File: src/hw/rtl/smd_pkg.sv
// smd_pkg: shared types and constants of the stack machine datapath
// no dependencies; imported by smd_div, stack_machine_datapath and the testbench
`timescale 1ns / 1ps

package smd_pkg;

  localparam int STACK_DEPTH = 512;
  localparam int VAR_COUNT   = 26;

  localparam int DATA_W      = 32;
  localparam int OP_W        = 4;
  localparam int IDX_W       = 5;
  localparam int STAT_W      = 2;
  localparam int DEPTH_OUT_W = 10;

  localparam int LEVEL_W    = $clog2(STACK_DEPTH + 1);
  localparam int ADDR_W     = $clog2(STACK_DEPTH);
  localparam int VAR_ADDR_W = (VAR_COUNT > 1) ? $clog2(VAR_COUNT) : 1;
  localparam int CNT_W      = $clog2(DATA_W);

  typedef enum logic [OP_W-1:0] {
    OP_PUSH  = 4'd0,
    OP_LOAD  = 4'd1,
    OP_SAVE  = 4'd2,
    OP_ADD   = 4'd3,
    OP_SUB   = 4'd4,
    OP_MUL   = 4'd5,
    OP_DIV   = 4'd6,
    OP_PRINT = 4'd7,
    OP_HALT  = 4'd8
  } op_t;

  typedef enum logic [STAT_W-1:0] {
    STAT_DONE    = 2'd0,
    STAT_PRINTED = 2'd1,
    STAT_FAULT   = 2'd2,
    STAT_HALTED  = 2'd3
  } stat_t;

  typedef enum logic [2:0] {
    S_IDLE,
    S_LOAD,
    S_STORE,
    S_RD_A,
    S_EXEC,
    S_DIV,
    S_WB,
    S_PRINT
  } state_t;

endpackage

File: src/hw/rtl/smd_div.sv
// smd_div: iterative signed divider, one quotient bit per cycle
// truncates toward zero; a zero divisor returns the dividend; uses smd_pkg
`timescale 1ns / 1ps

module smd_div (
  input  logic                       clk,
  input  logic                       rst,
  input  logic                       start,
  input  logic [smd_pkg::DATA_W-1:0] dividend,
  input  logic [smd_pkg::DATA_W-1:0] divisor,
  output logic                       done,
  output logic [smd_pkg::DATA_W-1:0] quotient
);
  import smd_pkg::*;

  logic              busy;
  logic [CNT_W-1:0]  count;
  logic [DATA_W:0]   rem;
  logic [DATA_W-1:0] quo;
  logic [DATA_W-1:0] dvs;
  logic [DATA_W-1:0] dvd;
  logic              neg;
  logic              zero;

  logic [DATA_W-1:0] ua;
  logic [DATA_W-1:0] ub;
  logic [DATA_W:0]   rem_sh;
  logic [DATA_W:0]   diff;

  assign ua     = dividend[DATA_W-1] ? (DATA_W'(0) - dividend) : dividend;
  assign ub     = divisor[DATA_W-1] ? (DATA_W'(0) - divisor) : divisor;
  assign rem_sh = {rem[DATA_W-1:0], quo[DATA_W-1]};
  assign diff   = rem_sh - {1'b0, dvs};

  always_ff @(posedge clk) begin
    if (rst) begin
      busy <= 1'b0;
      done <= 1'b0;
    end else begin
      done <= 1'b0;
      if (start) begin
        busy <= 1'b1;
      end else if (busy && count == CNT_W'(DATA_W - 1)) begin
        busy <= 1'b0;
        done <= 1'b1;
      end
    end
  end

  always_ff @(posedge clk) begin
    if (start) begin
      rem   <= '0;
      quo   <= ua;
      dvs   <= ub;
      dvd   <= dividend;
      neg   <= dividend[DATA_W-1] ^ divisor[DATA_W-1];
      zero  <= (ub == '0);
      count <= '0;
    end else if (busy) begin
      count <= count + 1'b1;
      if (!diff[DATA_W]) begin
        rem <= diff;
        quo <= {quo[DATA_W-2:0], 1'b1};
      end else begin
        rem <= rem_sh;
        quo <= {quo[DATA_W-2:0], 1'b0};
      end
    end
  end

  assign quotient = zero ? dvd : (neg ? (DATA_W'(0) - quo) : quo);

endmodule

File: config.mk
export PLATFORM = sky130hd
export DESIGN_NAME = smd_div
export DESIGN_NICKNAME = d
export VERILOG_FILES = /design/src/hw/rtl/smd_pkg.sv /design/src/hw/rtl/smd_div.sv
export SDC_FILE = /design/constraint.sdc
export NUM_CORES = 1
export LEC_CHECK = 0
export ABC_AREA = 0
export BUFFER_PORTS_ARGS = -buffer_cell sky130_fd_sc_hd__buf_2
export CAP_MARGIN = 30
export CORE_ASPECT_RATIO = 0.9
export CORE_MARGIN = 10
export CORE_UTILIZATION = 40
export DETAILED_ROUTE_END_ITERATION = 10
export PLACE_DENSITY_LB_ADDON = 0.15
export SYNTH_ARGS = -nofsm -noshare
export SYNTH_HDL_FRONTEND = slang
export SYNTH_SLANG_ARGS = --single-unit
File: constraint.sdc
create_clock -name clk -period 7.65 [get_ports clk]
set_input_delay 0.765 -clock clk [delete_from_list [all_inputs] [get_ports clk]]
set_output_delay 0.765 -clock clk [all_outputs]
set_load 0.05 [all_outputs]
After elaboration in Yosys (flattened, before gate mapping) --
Cells that the tools add are included. Widths: inputs -> output; s select.
Operators by class: add/subtract/negate cells 5, equal/unequal tests 1, mux-type cells 11, bitwise operators 1, reductions and logical operators 5
Operators by type and width (count):
- $mux 32 | 7
- $sub 1x32->32 const A | 3
- $sub 33x32->33 | 1
- $logic_not 32->1 | 1
- $add 5x1->5 const B | 1
- $eq 5x5->1 const B | 1
- $mux 1 | 4
- $reduce_bool 2->1 | 2
- $reduce_or 2->1 | 1
- $logic_and 1x1->1 | 1
- $xor 1x1->1 | 1
Word-level totals: register bits after elaboration 137, input bits 67, output and inout bits 33, logic and storage cells 32

Depth between registers and ports, before layout --
Gate-level depths: netlist of run 1.
word-level depth 4, depth in mapped cells 13, gate-level depth less buffers 12

Least setup slack after synthesis of run 1 --
Ideal clock, no wire load.
kind reg-to-output, start reg quo[5], end out quotient[29] (netlist name), data arrival time 3.986 ns, data required time 6.885 ns, slack 2.899 ns, stages on the path, launching flop included 10, path buffers 0, cell sequence edfxtp_1 > nor4_1 > nand3b_1 > or4_1 > or2_2 > or3_1 > or4_1 > o41ai_1 > xor2_1 > o21ai_0
On the way: word-level cells in the longest chain between the ends 3
Ends and longest elaborated chain:
- start: declaration | line smd_div.sv:19 | logic [DATA_W-1:0] quo;
- start signal: assignment | line smd_div.sv:53 | quo <= ua;
- start signal: assignment | line smd_div.sv:63 | quo <= {quo[DATA_W-2:0], 1'b1};
- start signal: assignment | line smd_div.sv:66 | quo <= {quo[DATA_W-2:0], 1'b0};
- $sub 1x32->32 | line smd_div.sv:71 | assign quotient = zero ? dvd : (neg ? (DATA_W'(0) - quo) : quo);
- $mux 32 (2 in a row) | line smd_div.sv:71
- end: declaration | line smd_div.sv:12 | output logic [smd_pkg::DATA_W-1:0] quotient
No other way between the ends.

Final worst setup path of run 1 --
Same ends and word-level chain as after synthesis.

==> report_table.html, run 1 <==
<table>
<tr><th>Metric</th><th>Value</th></tr>
<tr><th colspan="2">STA</th></tr>
<tr><td>Total Neg Setup Slack</td><td>0 ps</td></tr>
<tr><td>Measured slew at the worst slew-check pin</td><td>970.0 ps</td></tr>
<tr><td>Share of the cycle needed by the critical path after routing</td><td>0.6338</td></tr>
<tr><td>Final setup viols</td><td>0</td></tr>
<tr><td>Final critical delay including setup and external delays</td><td>4848 ps</td></tr>
<tr><td>Fmax</td><td>0.2063 GHz</td></tr>
<tr><td>Worst relative slew slack</td><td>0.3533</td></tr>
<tr><td>Total count of max-transition violations in the final report</td><td>0</td></tr>
<tr><td>Final Hold Vio Count</td><td>0</td></tr>
<tr><td>Setup repair after global routing missed its margin</td><td>no</td></tr>
<tr><td>Clk_skew</td><td>8.446 ps</td></tr>
<tr><th colspan="2">Yosys</th></tr>
<tr><td>Distinct cell type count after synthesis</td><td>63</td></tr>
<tr><td>Share of the synthesized area in the top cell type</td><td>0.3230</td></tr>
<tr><td>Total of flip-flops plus latches after synthesis</td><td>137</td></tr>
<tr><td>Most repeated cell in the gate-level netlist after synthesis</td><td>sky130_fd_sc_hd__nand2_1</td></tr>
<tr><td>Warning count from the yosys run</td><td>0</td></tr>
<tr><td>Most frequently used flop master after synthesis</td><td>sky130_fd_sc_hd__edfxtp_1</td></tr>
<tr><td>Fraction of synthesis flops using an asynchronous set or reset pin</td><td>0</td></tr>
<tr><td>Mapped cell area</td><td>0.009110 mm2</td></tr>
<tr><td>Sequential-to-total area share from yosys stat</td><td>0.4087</td></tr>
<tr><td>Number of standard cells after synthesis</td><td>1025</td></tr>
<tr><td>Most area-consuming cells after synthesis</td><td>sky130_fd_sc_hd__edfxtp_1 32%, sky130_fd_sc_hd__dfxtp_1 8.6%, sky130_fd_sc_hd__xor2_1 6.9%, sky130_fd_sc_hd__nand2_1 5.9%, sky130_fd_sc_hd__ha_1 5.2%</td></tr>
<tr><td>Net count of the mapped netlist</td><td>1131</td></tr>
<tr><td>Post-synthesis average cell area</td><td>8.888 um2</td></tr>
<tr><td>Most numerous cell types in the synthesized netlist</td><td>142 x sky130_fd_sc_hd__nand2_1, 98 x sky130_fd_sc_hd__edfxtp_1, 84 x sky130_fd_sc_hd__o21ai_0</td></tr>
<tr><td>Number of synthesized flops with an enable pin</td><td>98</td></tr>
<tr><td>Most area-hungry cell type in the Yosys netlist</td><td>sky130_fd_sc_hd__edfxtp_1</td></tr>
<tr><th colspan="2">Die</th></tr>
<tr><td>Core Footprint</td><td>0.02245 mm2</td></tr>
<tr><td># rows</td><td>52</td></tr>
<tr><td>Die Wd</td><td>179.1 um</td></tr>
<tr><td>Overall die area</td><td>0.02922 mm2</td></tr>
<tr><td>Starting Density</td><td>0.4059</td></tr>
<tr><td>Boundary pin count</td><td>100</td></tr>
<tr><td>Die Span Y</td><td>163.2 um</td></tr>
<tr><th colspan="2">Flow run</th></tr>
<tr><td>Number of violations of the max-capacitance limit</td><td>0</td></tr>
<tr><th colspan="2">Route</th></tr>
<tr><td>Routed length per instance</td><td>15.93 um</td></tr>
<tr><td>Number of search-and-repair iterations in the first detailed-routing pass</td><td>5</td></tr>
<tr><td>Detailed Route Iter0 Violations</td><td>487</td></tr>
<tr><td>Drt drc</td><td>0</td></tr>
<tr><td>Number of antenna-violating nets in the routed design</td><td>0</td></tr>
<tr><td>Total wire length after detailed routing</td><td>22390 um</td></tr>
<tr><td>Avg Vias per Cell</td><td>5.383</td></tr>
<tr><td>Via Count</td><td>7563</td></tr>
<tr><th colspan="2">Status</th></tr>
<tr><td>Run status</td><td>finished clean</td></tr>
<tr><th colspan="2">Clock network</th></tr>
<tr><td>H-tree lvl count</td><td>4</td></tr>
<tr><td>TritonCTS clock tree</td><td>built</td></tr>
<tr><td>Clock-pin slew reported for the worst setup and hold paths after clock tree synthesis</td><td>60 ps</td></tr>
<tr><td>Clock buffer count from CTS</td><td>17</td></tr>
<tr><td>Count of hold buffers inserted by post-cts repair</td><td>0</td></tr>
<tr><td>Clock tree root buffer cell</td><td>sky130_fd_sc_hd__clkbuf_16</td></tr>
<tr><td>Number of gates resized after CTS</td><td>0</td></tr>
<tr><td>Number of sinks driven by the clock tree</td><td>137</td></tr>
<tr><td>Later-pin clock latency in the skew report</td><td>420 ps</td></tr>
<tr><td>Maximum number of buffers from clock root to sink</td><td>2</td></tr>
<tr><td>Setup bufs post-CTS</td><td>0</td></tr>
<tr><th colspan="2">Global route</th></tr>
<tr><td>Vias in the first global route</td><td>7257</td></tr>
<tr><td>Global-route wire length before repair</td><td>36270 um</td></tr>
<tr><td>Sum of overflow across all layers after global routing</td><td>0</td></tr>
<tr><td>Largest net degree at the start of global routing</td><td>86</td></tr>
<tr><td>Number of antenna violations at the first check in global routing</td><td>0</td></tr>
<tr><td>All-Layer GR Usage</td><td>0.1514</td></tr>
<tr><th colspan="2">Placement</th></tr>
<tr><td>Number of I/O port buffers</td><td>99</td></tr>
<tr><td>Placer congestion estimate</td><td>0.9111</td></tr>
<tr><td>DP HPWL</td><td>16620 um</td></tr>
<tr><th colspan="2">Finish</th></tr>
<tr><td>P&amp;R area growth vs syn</td><td>13.95%</td></tr>
<tr><td>Proportion of layout cells with a drive suffix above 1</td><td>0.1372</td></tr>
<tr><td>Number of nets in the final layout</td><td>1202</td></tr>
<tr><td>Final cell utilization of the core</td><td>0.4625</td></tr>
<tr><td>Number of antenna diodes</td><td>0</td></tr>
<tr><td>Fillers</td><td>2186</td></tr>
<tr><th colspan="2">Critical path</th></tr>
<tr><td>Signal arrival time at the worst endpoint</td><td>4080 ps</td></tr>
<tr><td>Data required time at the worst endpoint</td><td>6880 ps</td></tr>
<tr><td>Setup CP Type</td><td>flip-flop to output port</td></tr>
<tr><td>Worst-case reg-to-reg path depth</td><td>13</td></tr>
<tr><td>CP Launch Type</td><td>flip-flop</td></tr>
<tr><td>Element type at the critical path end</td><td>output port</td></tr>
<tr><td>CP Max Fanout</td><td>5</td></tr>
<tr><th colspan="2">Pwr</th></tr>
<tr><td>Power per cell area</td><td>214.1 mW/mm2</td></tr>
<tr><td>Total Power Consumption</td><td>2.223 mW</td></tr>
<tr><td>Leakage Power</td><td>4.090 nW</td></tr>
<tr><td>IR Drop Worst-Case VDD</td><td>0.1710 mV</td></tr>
<tr><th colspan="2">Worst hold path</th></tr>
<tr><td>Cells on Worst Hold Path</td><td>2</td></tr>
<tr><td>Classification of the worst-slack hold path</td><td>flip-flop to flip-flop</td></tr>
</table>
-- layout by cell type (no fill, tap or decap), types with 10 or more instances in the layout --
cell type | netlist | final
sky130_fd_sc_hd__nor4_1 | 10 | 10
sky130_fd_sc_hd__inv_1 | 55 | 55
sky130_fd_sc_hd__nor3_1 | 12 | 12
sky130_fd_sc_hd__clkbuf_16 | 0 | 17
sky130_fd_sc_hd__ha_1 | 38 | 38
sky130_fd_sc_hd__a311oi_1 | 19 | 19
sky130_fd_sc_hd__xnor2_1 | 48 | 47
sky130_fd_sc_hd__or4_1 | 11 | 11
sky130_fd_sc_hd__nand2_1 | 142 | 142
sky130_fd_sc_hd__o21ai_0 | 84 | 84
sky130_fd_sc_hd__o41ai_1 | 13 | 13
sky130_fd_sc_hd__o31ai_1 | 28 | 28
sky130_fd_sc_hd__mux2i_1 | 10 | 10
sky130_fd_sc_hd__buf_2 | 0 | 98
sky130_fd_sc_hd__nand4_1 | 10 | 10
sky130_fd_sc_hd__edfxtp_1 | 98 | 98
sky130_fd_sc_hd__xor2_1 | 72 | 71
sky130_fd_sc_hd__dfxtp_1 | 39 | 38
sky130_fd_sc_hd__a21o_1 | 13 | 13
sky130_fd_sc_hd__a31oi_1 | 10 | 10
sky130_fd_sc_hd__nand3_1 | 18 | 18
sky130_fd_sc_hd__nor2_1 | 83 | 83
sky130_fd_sc_hd__a21oi_1 | 70 | 70
-- worst paths after layout --
check	startpoint	slack [ps]	endpoint
max reg2reg	quo[31]	3580	rem[5]
min	rem[28]	490	rem[28]
max	quo[5]	2800	quotient[29]
min reg2reg	rem[28]	490	rem[28]
-- cells by family after synthesis --
| kind of cell | count (synthesis) | share of synthesized area |
|---|---|---|
| compound gates | 272 | 0.1904 |
| xor+xnor | 120 | 0.1154 |
| fa+ha+maj | 39 | 0.05439 |
| buf+inv | 108 | 0.04450 |
| flops | 137 | 0.4087 |
| mux | 12 | 0.01346 |
| simple gates | 337 | 0.1732 |
-- critical path: stages (launching register included) --
cell,delay [ps]
sky130_fd_sc_hd__edfxtp_1,430
sky130_fd_sc_hd__nor4_1,490
sky130_fd_sc_hd__nand3b_1,190
sky130_fd_sc_hd__or4_1,490
sky130_fd_sc_hd__or2_2,360
sky130_fd_sc_hd__or3_1,360
sky130_fd_sc_hd__or4_1,460
sky130_fd_sc_hd__o41ai_1,340
sky130_fd_sc_hd__xor2_1,120
sky130_fd_sc_hd__o21ai_0,150
sky130_fd_sc_hd__buf_2,280
-- per-stage QoR --
step                      setup WS [ps]  instances  hold slack, ps  area (um2)
after detailed placement           3203       1374           483.4        9846
after CTS                          2768       1405           495.4       10380
after global routing               2587       1405           504.7       10380
after global placement             3305       1373           477.0        9838
after floorplan                    2899       1025           448.0        9110
final                              2802       1405           492.9       10380
-- routing by layer --
| layer | track usage | part of all wire |
|---|---|---|
| met5 | 0 | 0 |
| met4 | 0.04243 | 0.013 |
| met3 | 0.02493 | 0.048 |
| met2 | 0.2398 | 0.44 |
| met1 | 0.2084 | 0.50 |
-- power by group --
group          internal (mW)  leakage (nW)  switching, mW  total, mW
clock                  0.441         0.247          0.322      0.763
combinational          0.184          2.56          0.350      0.535
sequential             0.871          1.28         0.0533      0.925
-- area by class of cell --
cell class | count | area, um2 | share of cell area
clock inverter | 13 | 106.4 | 0.01024
timing repair buffer | 105 | 546.8 | 0.05267
sequential | 137 | 3725 | 0.3588
clock buffer | 18 | 429.2 | 0.04134
inverter | 55 | 206.4 | 0.01989
multi-input combinational | 780 | 4996 | 0.4813
tap | 297 | 371.6 | 0.03580
-- flip-flops by register name, summed over array words and instances, names as in the netlist --
signal	flops
neg	1
busy	1
zero	1
rem	32
dvs	32
dvd	32
count	5
quo	32
done	1
Power figures use the tool's default switching activity.
==> inputs of run 2 (changes only) <==
==> constraint.sdc (replaced) <==
create_clock -name clk -period 4.28 [get_ports clk]
set_input_delay 0.428 -clock clk [delete_from_list [all_inputs] [get_ports clk]]
set_output_delay 0.428 -clock clk [all_outputs]
set_load 0.05 [all_outputs]
==> run 2 against run 1 <==
  * Sequential power increased by 78%
  * Utilization increased by 0.88 points
  * Die area unchanged
  * Via count increased by 0.57%
  * Non-clock buffer count increased by 9
  * First-iteration DRC count increased by 24%
  * Largest cell class unchanged
  * Highest routed layer unchanged
==> report_table.html, run 2 (synthesized netlist as in run 1, its figures left out) <==
<table>
<tr><th>Metric</th><th>Value</th></tr>
<tr><th colspan="2">Status</th></tr>
<tr><td>Run status</td><td>finished clean (unchanged)</td></tr>
<tr><th colspan="2">Finish</th></tr>
<tr><td>Most frequent standard cell in the layout excluding fill and tap cells</td><td>sky130_fd_sc_hd__nand2_1 (unchanged)</td></tr>
<tr><td>Number of antenna diodes</td><td>0 (unchanged)</td></tr>
<tr><td>Count of placed standard cells in the final layout, fillers left out</td><td>1415 (was 1405)</td></tr>
<tr><td>Multi-input logic area</td><td>0.005031 mm2 (was 0.004996 mm2)</td></tr>
<tr><td>P&amp;R area growth vs syn</td><td>16.11% (was 13.95%)</td></tr>
<tr><td>Proportion of layout cells with a drive suffix above 1</td><td>0.1512 (was 0.1372)</td></tr>
<tr><td>Commonest non-fill, non-tap cells in the layout</td><td>142 x sky130_fd_sc_hd__nand2_1, 98 x sky130_fd_sc_hd__edfxtp_1, 96 x sky130_fd_sc_hd__buf_2, 83 x sky130_fd_sc_hd__nor2_1, 82 x sky130_fd_sc_hd__o21ai_0 (was 142 x sky130_fd_sc_hd__nand2_1, 98 x sky130_fd_sc_hd__edfxtp_1, 98 x sky130_fd_sc_hd__buf_2, 84 x sky130_fd_sc_hd__o21ai_0, 83 x sky130_fd_sc_hd__nor2_1)</td></tr>
<tr><td>Number of nets in the final layout</td><td>1211 (was 1202)</td></tr>
<tr><td>Fillers</td><td>2168 (was 2186)</td></tr>
<tr><td>Area taken by flip-flops and latches</td><td>0.003724 mm2 (was 0.003725 mm2)</td></tr>
<tr><th colspan="2">Placement</th></tr>
<tr><td>Placer congestion estimate</td><td>0.8882 (was 0.9111)</td></tr>
<tr><td>Placed insts</td><td>1379 (was 1374)</td></tr>
<tr><td>Number of I/O port buffers</td><td>99 (unchanged)</td></tr>
<tr><td>DP HPWL</td><td>17200 um (was 16620 um)</td></tr>
<tr><th colspan="2">Critical path</th></tr>
<tr><td>Setup crit start</td><td>quo[3] (was quo[5])</td></tr>
<tr><td>Setup CP Type</td><td>flip-flop to output port (unchanged)</td></tr>
<tr><td>CP Launch Type</td><td>flip-flop (unchanged)</td></tr>
<tr><td>Worst-case reg-to-reg path depth</td><td>12 (was 13)</td></tr>
<tr><td>Data required time at the worst endpoint</td><td>3850 ps (was 6880 ps)</td></tr>
<tr><td>Signal arrival time at the worst endpoint</td><td>3700 ps (was 4080 ps)</td></tr>
<tr><td>Reg-to-reg critical path endpoint</td><td>rem[16] (was rem[5])</td></tr>
<tr><td>RR Startpoint</td><td>dvs[4] (was quo[31])</td></tr>
<tr><td>Register-to-register setup slack</td><td>750 ps (was 3580 ps)</td></tr>
<tr><td>CP Max Fanout</td><td>5 (unchanged)</td></tr>
<tr><td>Element type at the critical path end</td><td>output port (unchanged)</td></tr>
<tr><td>Endpoint of the most critical setup path</td><td>quotient[31] (was quotient[29])</td></tr>
<tr><th colspan="2">Flow run</th></tr>
<tr><td>Number of violations of the max-capacitance limit</td><td>0 (unchanged)</td></tr>
<tr><th colspan="2">STA</th></tr>
<tr><td>Fmax</td><td>0.2420 GHz</td></tr>
<tr><td>Final hold slack</td><td>191.3 ps (was 492.9 ps)</td></tr>
<tr><td>Total count of max-transition violations in the final report</td><td>0 (unchanged)</td></tr>
<tr><td>Setup repair after global routing missed its margin</td><td>no (unchanged)</td></tr>
<tr><td>Final critical delay including setup and external delays</td><td>4132 ps</td></tr>
<tr><td>Final setup viols</td><td>0 (unchanged)</td></tr>
<tr><td>Worst relative slew slack</td><td>0.3091 (was 0.3533)</td></tr>
<tr><td>Measured slew at the worst slew-check pin</td><td>1036 ps (was 970.0 ps)</td></tr>
<tr><td>Share of the cycle needed by the critical path after routing</td><td>0.9655</td></tr>
<tr><td>Clk_skew</td><td>13.57 ps (was 8.446 ps)</td></tr>
<tr><td>Final Hold Vio Count</td><td>0 (unchanged)</td></tr>
<tr><td>Total Neg Setup Slack</td><td>0 ps (unchanged)</td></tr>
<tr><th colspan="2">Worst hold path</th></tr>
<tr><td>Classification of the worst-slack hold path</td><td>primary input to flip-flop (was flip-flop to flip-flop)</td></tr>
<tr><td>Launch point of the worst hold path</td><td>rst (was rem[28])</td></tr>
<tr><th colspan="2">Die</th></tr>
<tr><td>Overall die area</td><td>0.02922 mm2 (unchanged)</td></tr>
<tr><td>Boundary pin count</td><td>100 (unchanged)</td></tr>
<tr><td>Starting Density</td><td>0.4059 (unchanged)</td></tr>
<tr><td>Die Span Y</td><td>163.2 um (unchanged)</td></tr>
<tr><td>Die Wd</td><td>179.1 um (unchanged)</td></tr>
<tr><td># rows</td><td>52 (unchanged)</td></tr>
<tr><td>Core Footprint</td><td>0.02245 mm2 (unchanged)</td></tr>
<tr><th colspan="2">Pwr</th></tr>
<tr><td>Power per cell area</td><td>394.1 mW/mm2 (was 214.1 mW/mm2)</td></tr>
<tr><td>Power spent charging and discharging nets</td><td>1.342 mW (was 0.7258 mW)</td></tr>
<tr><td>Design internal power</td><td>2.826 mW (was 1.497 mW)</td></tr>
<tr><td>Fraction of power consumed by combinational cells</td><td>0.236 (was 0.241)</td></tr>
<tr><td>Total Power Consumption</td><td>4.168 mW (was 2.223 mW)</td></tr>
<tr><td>Leakage Power</td><td>4.194 nW (was 4.090 nW)</td></tr>
<tr><td>Switching fraction of total power</td><td>0.3220 (was 0.3265)</td></tr>
<tr><td>Clock network fraction of design power</td><td>0.369 (was 0.343)</td></tr>
<tr><td>Sequential group share of total power</td><td>0.395 (was 0.416)</td></tr>
<tr><td>IR Drop Worst-Case VDD</td><td>0.2190 mV (was 0.1710 mV)</td></tr>
<tr><th colspan="2">Global route</th></tr>
<tr><td>Global-route wire length before repair</td><td>37430 um (was 36270 um)</td></tr>
<tr><td>Largest net degree at the start of global routing</td><td>63 (was 86)</td></tr>
<tr><td>Number of antenna violations at the first check in global routing</td><td>0 (unchanged)</td></tr>
<tr><td>Sum of overflow across all layers after global routing</td><td>0 (unchanged)</td></tr>
<tr><td>All-Layer GR Usage</td><td>0.1565 (was 0.1514)</td></tr>
<tr><td>Vias in the first global route</td><td>7436 (was 7257)</td></tr>
<tr><th colspan="2">Clock network</th></tr>
<tr><td>Later-pin clock latency in the skew report</td><td>430 ps (was 420 ps)</td></tr>
<tr><td>H-tree lvl count</td><td>4 (unchanged)</td></tr>
<tr><td>TritonCTS clock tree</td><td>built (unchanged)</td></tr>
<tr><td>Clock-pin slew reported for the worst setup and hold paths after clock tree synthesis</td><td>60 ps (about the same)</td></tr>
<tr><td>Clock tree root buffer cell</td><td>sky130_fd_sc_hd__clkbuf_16 (unchanged)</td></tr>
<tr><td>Clock buffer count from CTS</td><td>17 (unchanged)</td></tr>
<tr><td>Maximum number of buffers from clock root to sink</td><td>2 (unchanged)</td></tr>
<tr><td>Number of sinks driven by the clock tree</td><td>137 (unchanged)</td></tr>
<tr><td>Count of hold buffers inserted by post-cts repair</td><td>0 (unchanged)</td></tr>
<tr><th colspan="2">Route</th></tr>
<tr><td>Detailed Route Iter0 Violations</td><td>602 (was 487)</td></tr>
<tr><td>Drt drc</td><td>0 (unchanged)</td></tr>
<tr><td>Total wire length after detailed routing</td><td>23030 um (was 22390 um)</td></tr>
<tr><td>Avg Vias per Cell</td><td>5.375 (was 5.383)</td></tr>
<tr><td>Number of antenna-violating nets in the routed design</td><td>0 (unchanged)</td></tr>
<tr><td>Routed length per instance</td><td>16.27 um (was 15.93 um)</td></tr>
<tr><td>Number of search-and-repair iterations in the first detailed-routing pass</td><td>6 (was 5)</td></tr>
<tr><td>Via Count</td><td>7606 (was 7563)</td></tr>
</table>
==> run 2: per-stage QoR <==
stage	setup slack (ps)	utilization	area, um2
global placement	306.2	0.4408	9894
finish	147.7	0.4712	10580
floorplan	239.7	-	9110
detailed placement	243.4	0.4408	9894
global route	3.185	0.4712	10580
CTS	13.26	0.4699	10550
==> run 2: worst max-delay path, cell delays in order, from the launching register on <==
cell,delay [ps]
sky130_fd_sc_hd__edfxtp_1,440
sky130_fd_sc_hd__nor4_4,300
sky130_fd_sc_hd__nand3b_1,150
sky130_fd_sc_hd__or4_4,460
sky130_fd_sc_hd__or2_2,340
sky130_fd_sc_hd__or3_1,360
sky130_fd_sc_hd__or4_4,460
sky130_fd_sc_hd__o31ai_2,230
sky130_fd_sc_hd__xnor2_1,90
sky130_fd_sc_hd__mux2_2,260
sky130_fd_sc_hd__buf_4,190
==> run 2: repair_timing <==
| action | in CTS | in global routing |
|---|---|---|
| pin swaps | 0 | 1 |
| gates resized for setup | 6 | 2 |
| endpoints found under the setup margin | 3 | 3 |
| setup buffers | 1 | 3 |
| endpoints found under the hold margin | 0 | 0 |
==> run 2: final cells by class <==
class	count	share of cell area
clock inverter	15	0.01774
timing repair buffer	114	0.05974
inverter	55	0.01952
clock buffer	17	0.04022
tap	297	0.03513
multi-input combinational	780	0.4756
sequential	137	0.3520
==> run 2: layer usage <==
metal / share of wire / GRT usage / up-vias
li1: - / - / 3870
met1: 0.49 / 0.2128 / 3531
met2: 0.46 / 0.2547 / 191
met3: 0.051 / 0.02978 / 14
met4: 0.0063 / 0.02929 / 0
met5: 0 / 0 / -
==> run 2: how the worst min path moves through the flow <==
stage                     to  slack (ps)  cells after the start
detailed placement   rem[28]         500                      2
global placement    count[4]         480                      2
finish                  busy         190                      2
floorplan            rem[28]         450                      2
CTS                     busy         170                      2
global route            busy         190                      2
==> run 2: power by group through the flow <==
stage                     combinational (mW)  sequential (mW)  clock (mW)
final                                  0.986             1.65        1.54
after global routing                    1.10             1.66        1.62
after CTS                              0.985             1.64        1.56
after detailed placement               0.974             1.67           0
after global placement                 0.970             1.67           0
after floorplan                        0.722             1.64           0
==> inputs of run 3 (changes only) <==
--- a/config.mk
+++ b/config.mk
@@ -12,7 +12,8 @@
 export CORE_MARGIN = 10
 export CORE_UTILIZATION = 40
 export DETAILED_ROUTE_END_ITERATION = 10
-export PLACE_DENSITY_LB_ADDON = 0.15
+export GPL_ROUTABILITY_DRIVEN = 1
+export PLACE_DENSITY = 0.59
 export SYNTH_ARGS = -nofsm -noshare
 export SYNTH_HDL_FRONTEND = slang
 export SYNTH_SLANG_ARGS = --single-unit
==> run 3 against run 2 <==
  * Combinational power down 2%
  * Total power down 3.3%
  * Wire length down 4.0%
  * Cell count down 0.14%
  * Sequential cell count unchanged
  * First-iteration DRC count down 20%
  * Register-to-register slack worse by 200 ps
  * Global-route usage down 0.55 points
  * Utilization down 0.20 points
  * Maximum frequency up 1.8%
  * Critical endpoint unchanged
==> report_table.html, run 3 (synthesized netlist as in run 1, its figures left out) <==
<table>
<tr><th>Metric</th><th>Value</th></tr>
<tr><th colspan="2">Placement</th></tr>
<tr><td>Placer congestion estimate</td><td>0.8897 (was 0.8882)</td></tr>
<tr><td>DP HPWL</td><td>16420 um (was 17200 um)</td></tr>
<tr><td>Placed insts</td><td>1378 (was 1379)</td></tr>
<tr><td>Number of I/O port buffers</td><td>99 (unchanged)</td></tr>
<tr><th colspan="2">Route</th></tr>
<tr><td>Total wire length after detailed routing</td><td>22110 um (was 23030 um)</td></tr>
<tr><td>Avg Vias per Cell</td><td>5.327 (was 5.375)</td></tr>
<tr><td>Via Count</td><td>7527 (was 7606)</td></tr>
<tr><td>Number of search-and-repair iterations in the first detailed-routing pass</td><td>5 (was 6)</td></tr>
<tr><td>Number of antenna-violating nets in the routed design</td><td>0 (unchanged)</td></tr>
<tr><td>Detailed Route Iter0 Violations</td><td>484 (was 602)</td></tr>
<tr><td>Drt drc</td><td>0 (unchanged)</td></tr>
<tr><td>Routed length per instance</td><td>15.65 um (was 16.27 um)</td></tr>
<tr><th colspan="2">Pwr</th></tr>
<tr><td>Power per cell area</td><td>382.7 mW/mm2 (was 394.1 mW/mm2)</td></tr>
<tr><td>IR Drop Worst-Case VDD</td><td>0.2334 mV (was 0.2190 mV)</td></tr>
<tr><td>Total Power Consumption</td><td>4.031 mW (was 4.168 mW)</td></tr>
<tr><td>Leakage Power</td><td>4.159 nW (was 4.194 nW)</td></tr>
<tr><th colspan="2">Global route</th></tr>
<tr><td>Vias in the first global route</td><td>7146 (was 7436)</td></tr>
<tr><td>GRT Max-Usage Layer</td><td>met2 (unchanged)</td></tr>
<tr><td>All-Layer GR Usage</td><td>0.1511 (was 0.1565)</td></tr>
<tr><td>Met3 layer usage reported by global route</td><td>0.02632 (was 0.02978)</td></tr>
<tr><td>Sum of overflow across all layers after global routing</td><td>0 (unchanged)</td></tr>
<tr><td>Global-route wire length before repair</td><td>36030 um (was 37430 um)</td></tr>
<tr><td>Number of antenna violations at the first check in global routing</td><td>0 (unchanged)</td></tr>
<tr><td>Met2 Usage GRT</td><td>0.2254 (was 0.2547)</td></tr>
<tr><td>Largest net degree at the start of global routing</td><td>83 (was 63)</td></tr>
<tr><td>Met1 global-route usage</td><td>0.2191 (was 0.2128)</td></tr>
<tr><th colspan="2">Critical path</th></tr>
<tr><td>Signal arrival time at the worst endpoint</td><td>3630 ps (was 3700 ps)</td></tr>
<tr><td>RR Startpoint</td><td>quo[31] (was dvs[4])</td></tr>
<tr><td>CP Max Fanout</td><td>5 (unchanged)</td></tr>
<tr><td>Worst-case reg-to-reg path depth</td><td>14 (was 12)</td></tr>
<tr><td>Setup CP Type</td><td>flip-flop to output port (unchanged)</td></tr>
<tr><td>Cell occurring most often along the worst timing path</td><td>sky130_fd_sc_hd__or4_4 (unchanged)</td></tr>
<tr><td>Crit path buffers/inverters</td><td>1 (unchanged)</td></tr>
<tr><td>Reg-to-reg critical path endpoint</td><td>rem[17] (was rem[16])</td></tr>
<tr><td>Register-to-register setup slack</td><td>550 ps (was 750 ps)</td></tr>
<tr><td>Top cell family by delay on the critical path</td><td>simple AND/OR/NAND/NOR gates (unchanged)</td></tr>
<tr><td>CP Launch Type</td><td>flip-flop (unchanged)</td></tr>
<tr><td>Data required time at the worst endpoint</td><td>3850 ps (about the same)</td></tr>
<tr><td>Stage delay of the slowest cell on the critical path</td><td>460 ps (about the same)</td></tr>
<tr><td>Crit path max-delay cell type</td><td>sky130_fd_sc_hd__or4_4 (unchanged)</td></tr>
<tr><td>Element type at the critical path end</td><td>output port (unchanged)</td></tr>
<tr><td>CP cell instances</td><td>nor4_4, nand3b_1, or4_4, or2_4, or3_4, or4_4, o31ai_4, xnor2_1, mux2_2, buf_4 (was nor4_4, nand3b_1, or4_4, or2_2, or3_1, or4_4, o31ai_2, xnor2_1, mux2_2, buf_4)</td></tr>
<tr><th colspan="2">STA</th></tr>
<tr><td>Final Hold Vio Count</td><td>0 (unchanged)</td></tr>
<tr><td>Share of the cycle needed by the critical path after routing</td><td>0.9483 (was 0.9655)</td></tr>
<tr><td>Clk_skew</td><td>9.569 ps (was 13.57 ps)</td></tr>
<tr><td>Final critical delay including setup and external delays</td><td>4059 ps (was 4132 ps)</td></tr>
<tr><td>Final setup viols</td><td>0 (unchanged)</td></tr>
<tr><td>Setup repair after global routing missed its margin</td><td>no (unchanged)</td></tr>
<tr><td>Measured slew at the worst slew-check pin</td><td>1081 ps (was 1036 ps)</td></tr>
<tr><td>Fmax</td><td>0.2464 GHz (was 0.2420 GHz)</td></tr>
<tr><td>Worst relative slew slack</td><td>0.2791 (was 0.3091)</td></tr>
<tr><td>Total count of max-transition violations in the final report</td><td>0 (unchanged)</td></tr>
<tr><th colspan="2">Clock network</th></tr>
<tr><td>Clock tree root buffer cell</td><td>sky130_fd_sc_hd__clkbuf_16 (unchanged)</td></tr>
<tr><td>Number of sinks driven by the clock tree</td><td>137 (unchanged)</td></tr>
<tr><td>Maximum number of buffers from clock root to sink</td><td>2 (unchanged)</td></tr>
<tr><td>Clock buffer count from CTS</td><td>17 (unchanged)</td></tr>
<tr><td>TritonCTS clock tree</td><td>built (unchanged)</td></tr>
<tr><td>Later-pin clock latency in the skew report</td><td>420 ps (was 430 ps)</td></tr>
<tr><td>Clock-pin slew reported for the worst setup and hold paths after clock tree synthesis</td><td>60 ps (about the same)</td></tr>
<tr><td>Count of hold buffers inserted by post-cts repair</td><td>0 (unchanged)</td></tr>
<tr><td>H-tree lvl count</td><td>4 (unchanged)</td></tr>
<tr><th colspan="2">Finish</th></tr>
<tr><td>Most frequent standard cell in the layout excluding fill and tap cells</td><td>sky130_fd_sc_hd__nand2_1 (unchanged)</td></tr>
<tr><td>Commonest non-fill, non-tap cells in the layout</td><td>142 x sky130_fd_sc_hd__nand2_1, 98 x sky130_fd_sc_hd__edfxtp_1, 96 x sky130_fd_sc_hd__buf_2, 83 x sky130_fd_sc_hd__nor2_1, 82 x sky130_fd_sc_hd__o21ai_0 (unchanged)</td></tr>
<tr><td>Proportion of layout cells with a drive suffix above 1</td><td>0.1507 (was 0.1512)</td></tr>
<tr><td>Fillers</td><td>2209 (was 2168)</td></tr>
<tr><td>P&amp;R area growth vs syn</td><td>15.62% (was 16.11%)</td></tr>
<tr><td>Number of nets in the final layout</td><td>1208 (was 1211)</td></tr>
<tr><td>Count of placed standard cells in the final layout, fillers left out</td><td>1413 (was 1415)</td></tr>
<tr><th colspan="2">Status</th></tr>
<tr><td>Run status</td><td>finished clean (unchanged)</td></tr>
<tr><th colspan="2">Die</th></tr>
<tr><td>Overall die area</td><td>0.02922 mm2 (unchanged)</td></tr>
<tr><td>Die Span Y</td><td>163.2 um (unchanged)</td></tr>
<tr><td># rows</td><td>52 (unchanged)</td></tr>
<tr><td>Core Footprint</td><td>0.02245 mm2 (unchanged)</td></tr>
<tr><td>Starting Density</td><td>0.4059 (unchanged)</td></tr>
<tr><td>Boundary pin count</td><td>100 (unchanged)</td></tr>
<tr><td>Die Wd</td><td>179.1 um (unchanged)</td></tr>
<tr><th colspan="2">Worst hold path</th></tr>
<tr><td>Capture endpoint of the worst hold path</td><td>busy (unchanged)</td></tr>
<tr><td>Launch point of the worst hold path</td><td>rst (unchanged)</td></tr>
<tr><td>Classification of the worst-slack hold path</td><td>primary input to flip-flop (unchanged)</td></tr>
<tr><td>Cells on Worst Hold Path</td><td>2 (unchanged)</td></tr>
<tr><th colspan="2">Flow run</th></tr>
<tr><td>Number of violations of the max-capacitance limit</td><td>0 (unchanged)</td></tr>
</table>
## run 3: cell types whose count changed in the layout (fill, tap and decap cells not counted), moves of 2 or more
cell                         delta
sky130_fd_sc_hd__buf_4          -4
sky130_fd_sc_hd__bufinv_16      -3
sky130_fd_sc_hd__clkinv_4       -2
sky130_fd_sc_hd__clkinvlp_4     +2
sky130_fd_sc_hd__inv_8          +3
## run 3: how the worst max path moves through the flow
stage	endpoint	slack (ps)	cells after the start	start
2_1_floorplan	quotient[29]	240	9	quo[5]
3_3_place_gp	quotient[31]	300	10	quo[5]
3_5_place_dp	quotient[31]	200	10	quo[5]
4_1_cts	quotient[29]	-20	10	quo[5]
5_1_grt	quotient[31]	70	9	quo[16]
6_report	quotient[31]	220	10	quo[4]
## run 3: where the power goes
part           switching, mW  internal (mW)  leakage [nW]  total [mW]
Combinational          0.626          0.340          2.62       0.966
Sequential            0.0947           1.56          1.28        1.65
Clock                  0.648          0.766         0.264        1.41
Total                   1.37           2.66          4.16        4.03
## run 3: metal layers
metal,vias to the layer above,share of wire
met2,180,0.43
met1,3460,0.50
li1,3873,-
met4,0,0.0088
met3,14,0.060
met5,-,0
## run 3: what timing repair did
action                                  CTS  global route
endpoints found under the setup margin    3             3
pin swaps                                 0             2
resized for setup                         5             6
setup buffers                             2             0
gates cloned                              0             0
## run 3: area by class of cell
cell class / instances / area [um2] / share of cell area
multi-input cells: 780 / 5047 / 0.4792
flip-flops and latches: 137 / 3724 / 0.3535
clock inverters: 15 / 133.9 / 0.01271
inverters: 55 / 206.4 / 0.01960
well taps: 297 / 371.6 / 0.03528
repair buffers: 111 / 621.8 / 0.05904
diodes: 1 / 2.502 / 0.0002376
clock buffers: 17 / 425.4 / 0.04039
## run 3: stage by stage
stage	setup TNS, ps	util	instance area, um2	hold WS [ps]	worst slack (ps)
after global routing	0	0.4691	10530	166.6	65.03
after global placement	0	0.4410	9899	477.1	295.6
after detailed placement	0	0.4410	9899	484.4	200.0
after CTS	-21.42	0.4677	10500	155.3	-16.27
final	0	0.4692	10530	179.8	221.5
after floorplan	0	-	9110	448.0	239.7
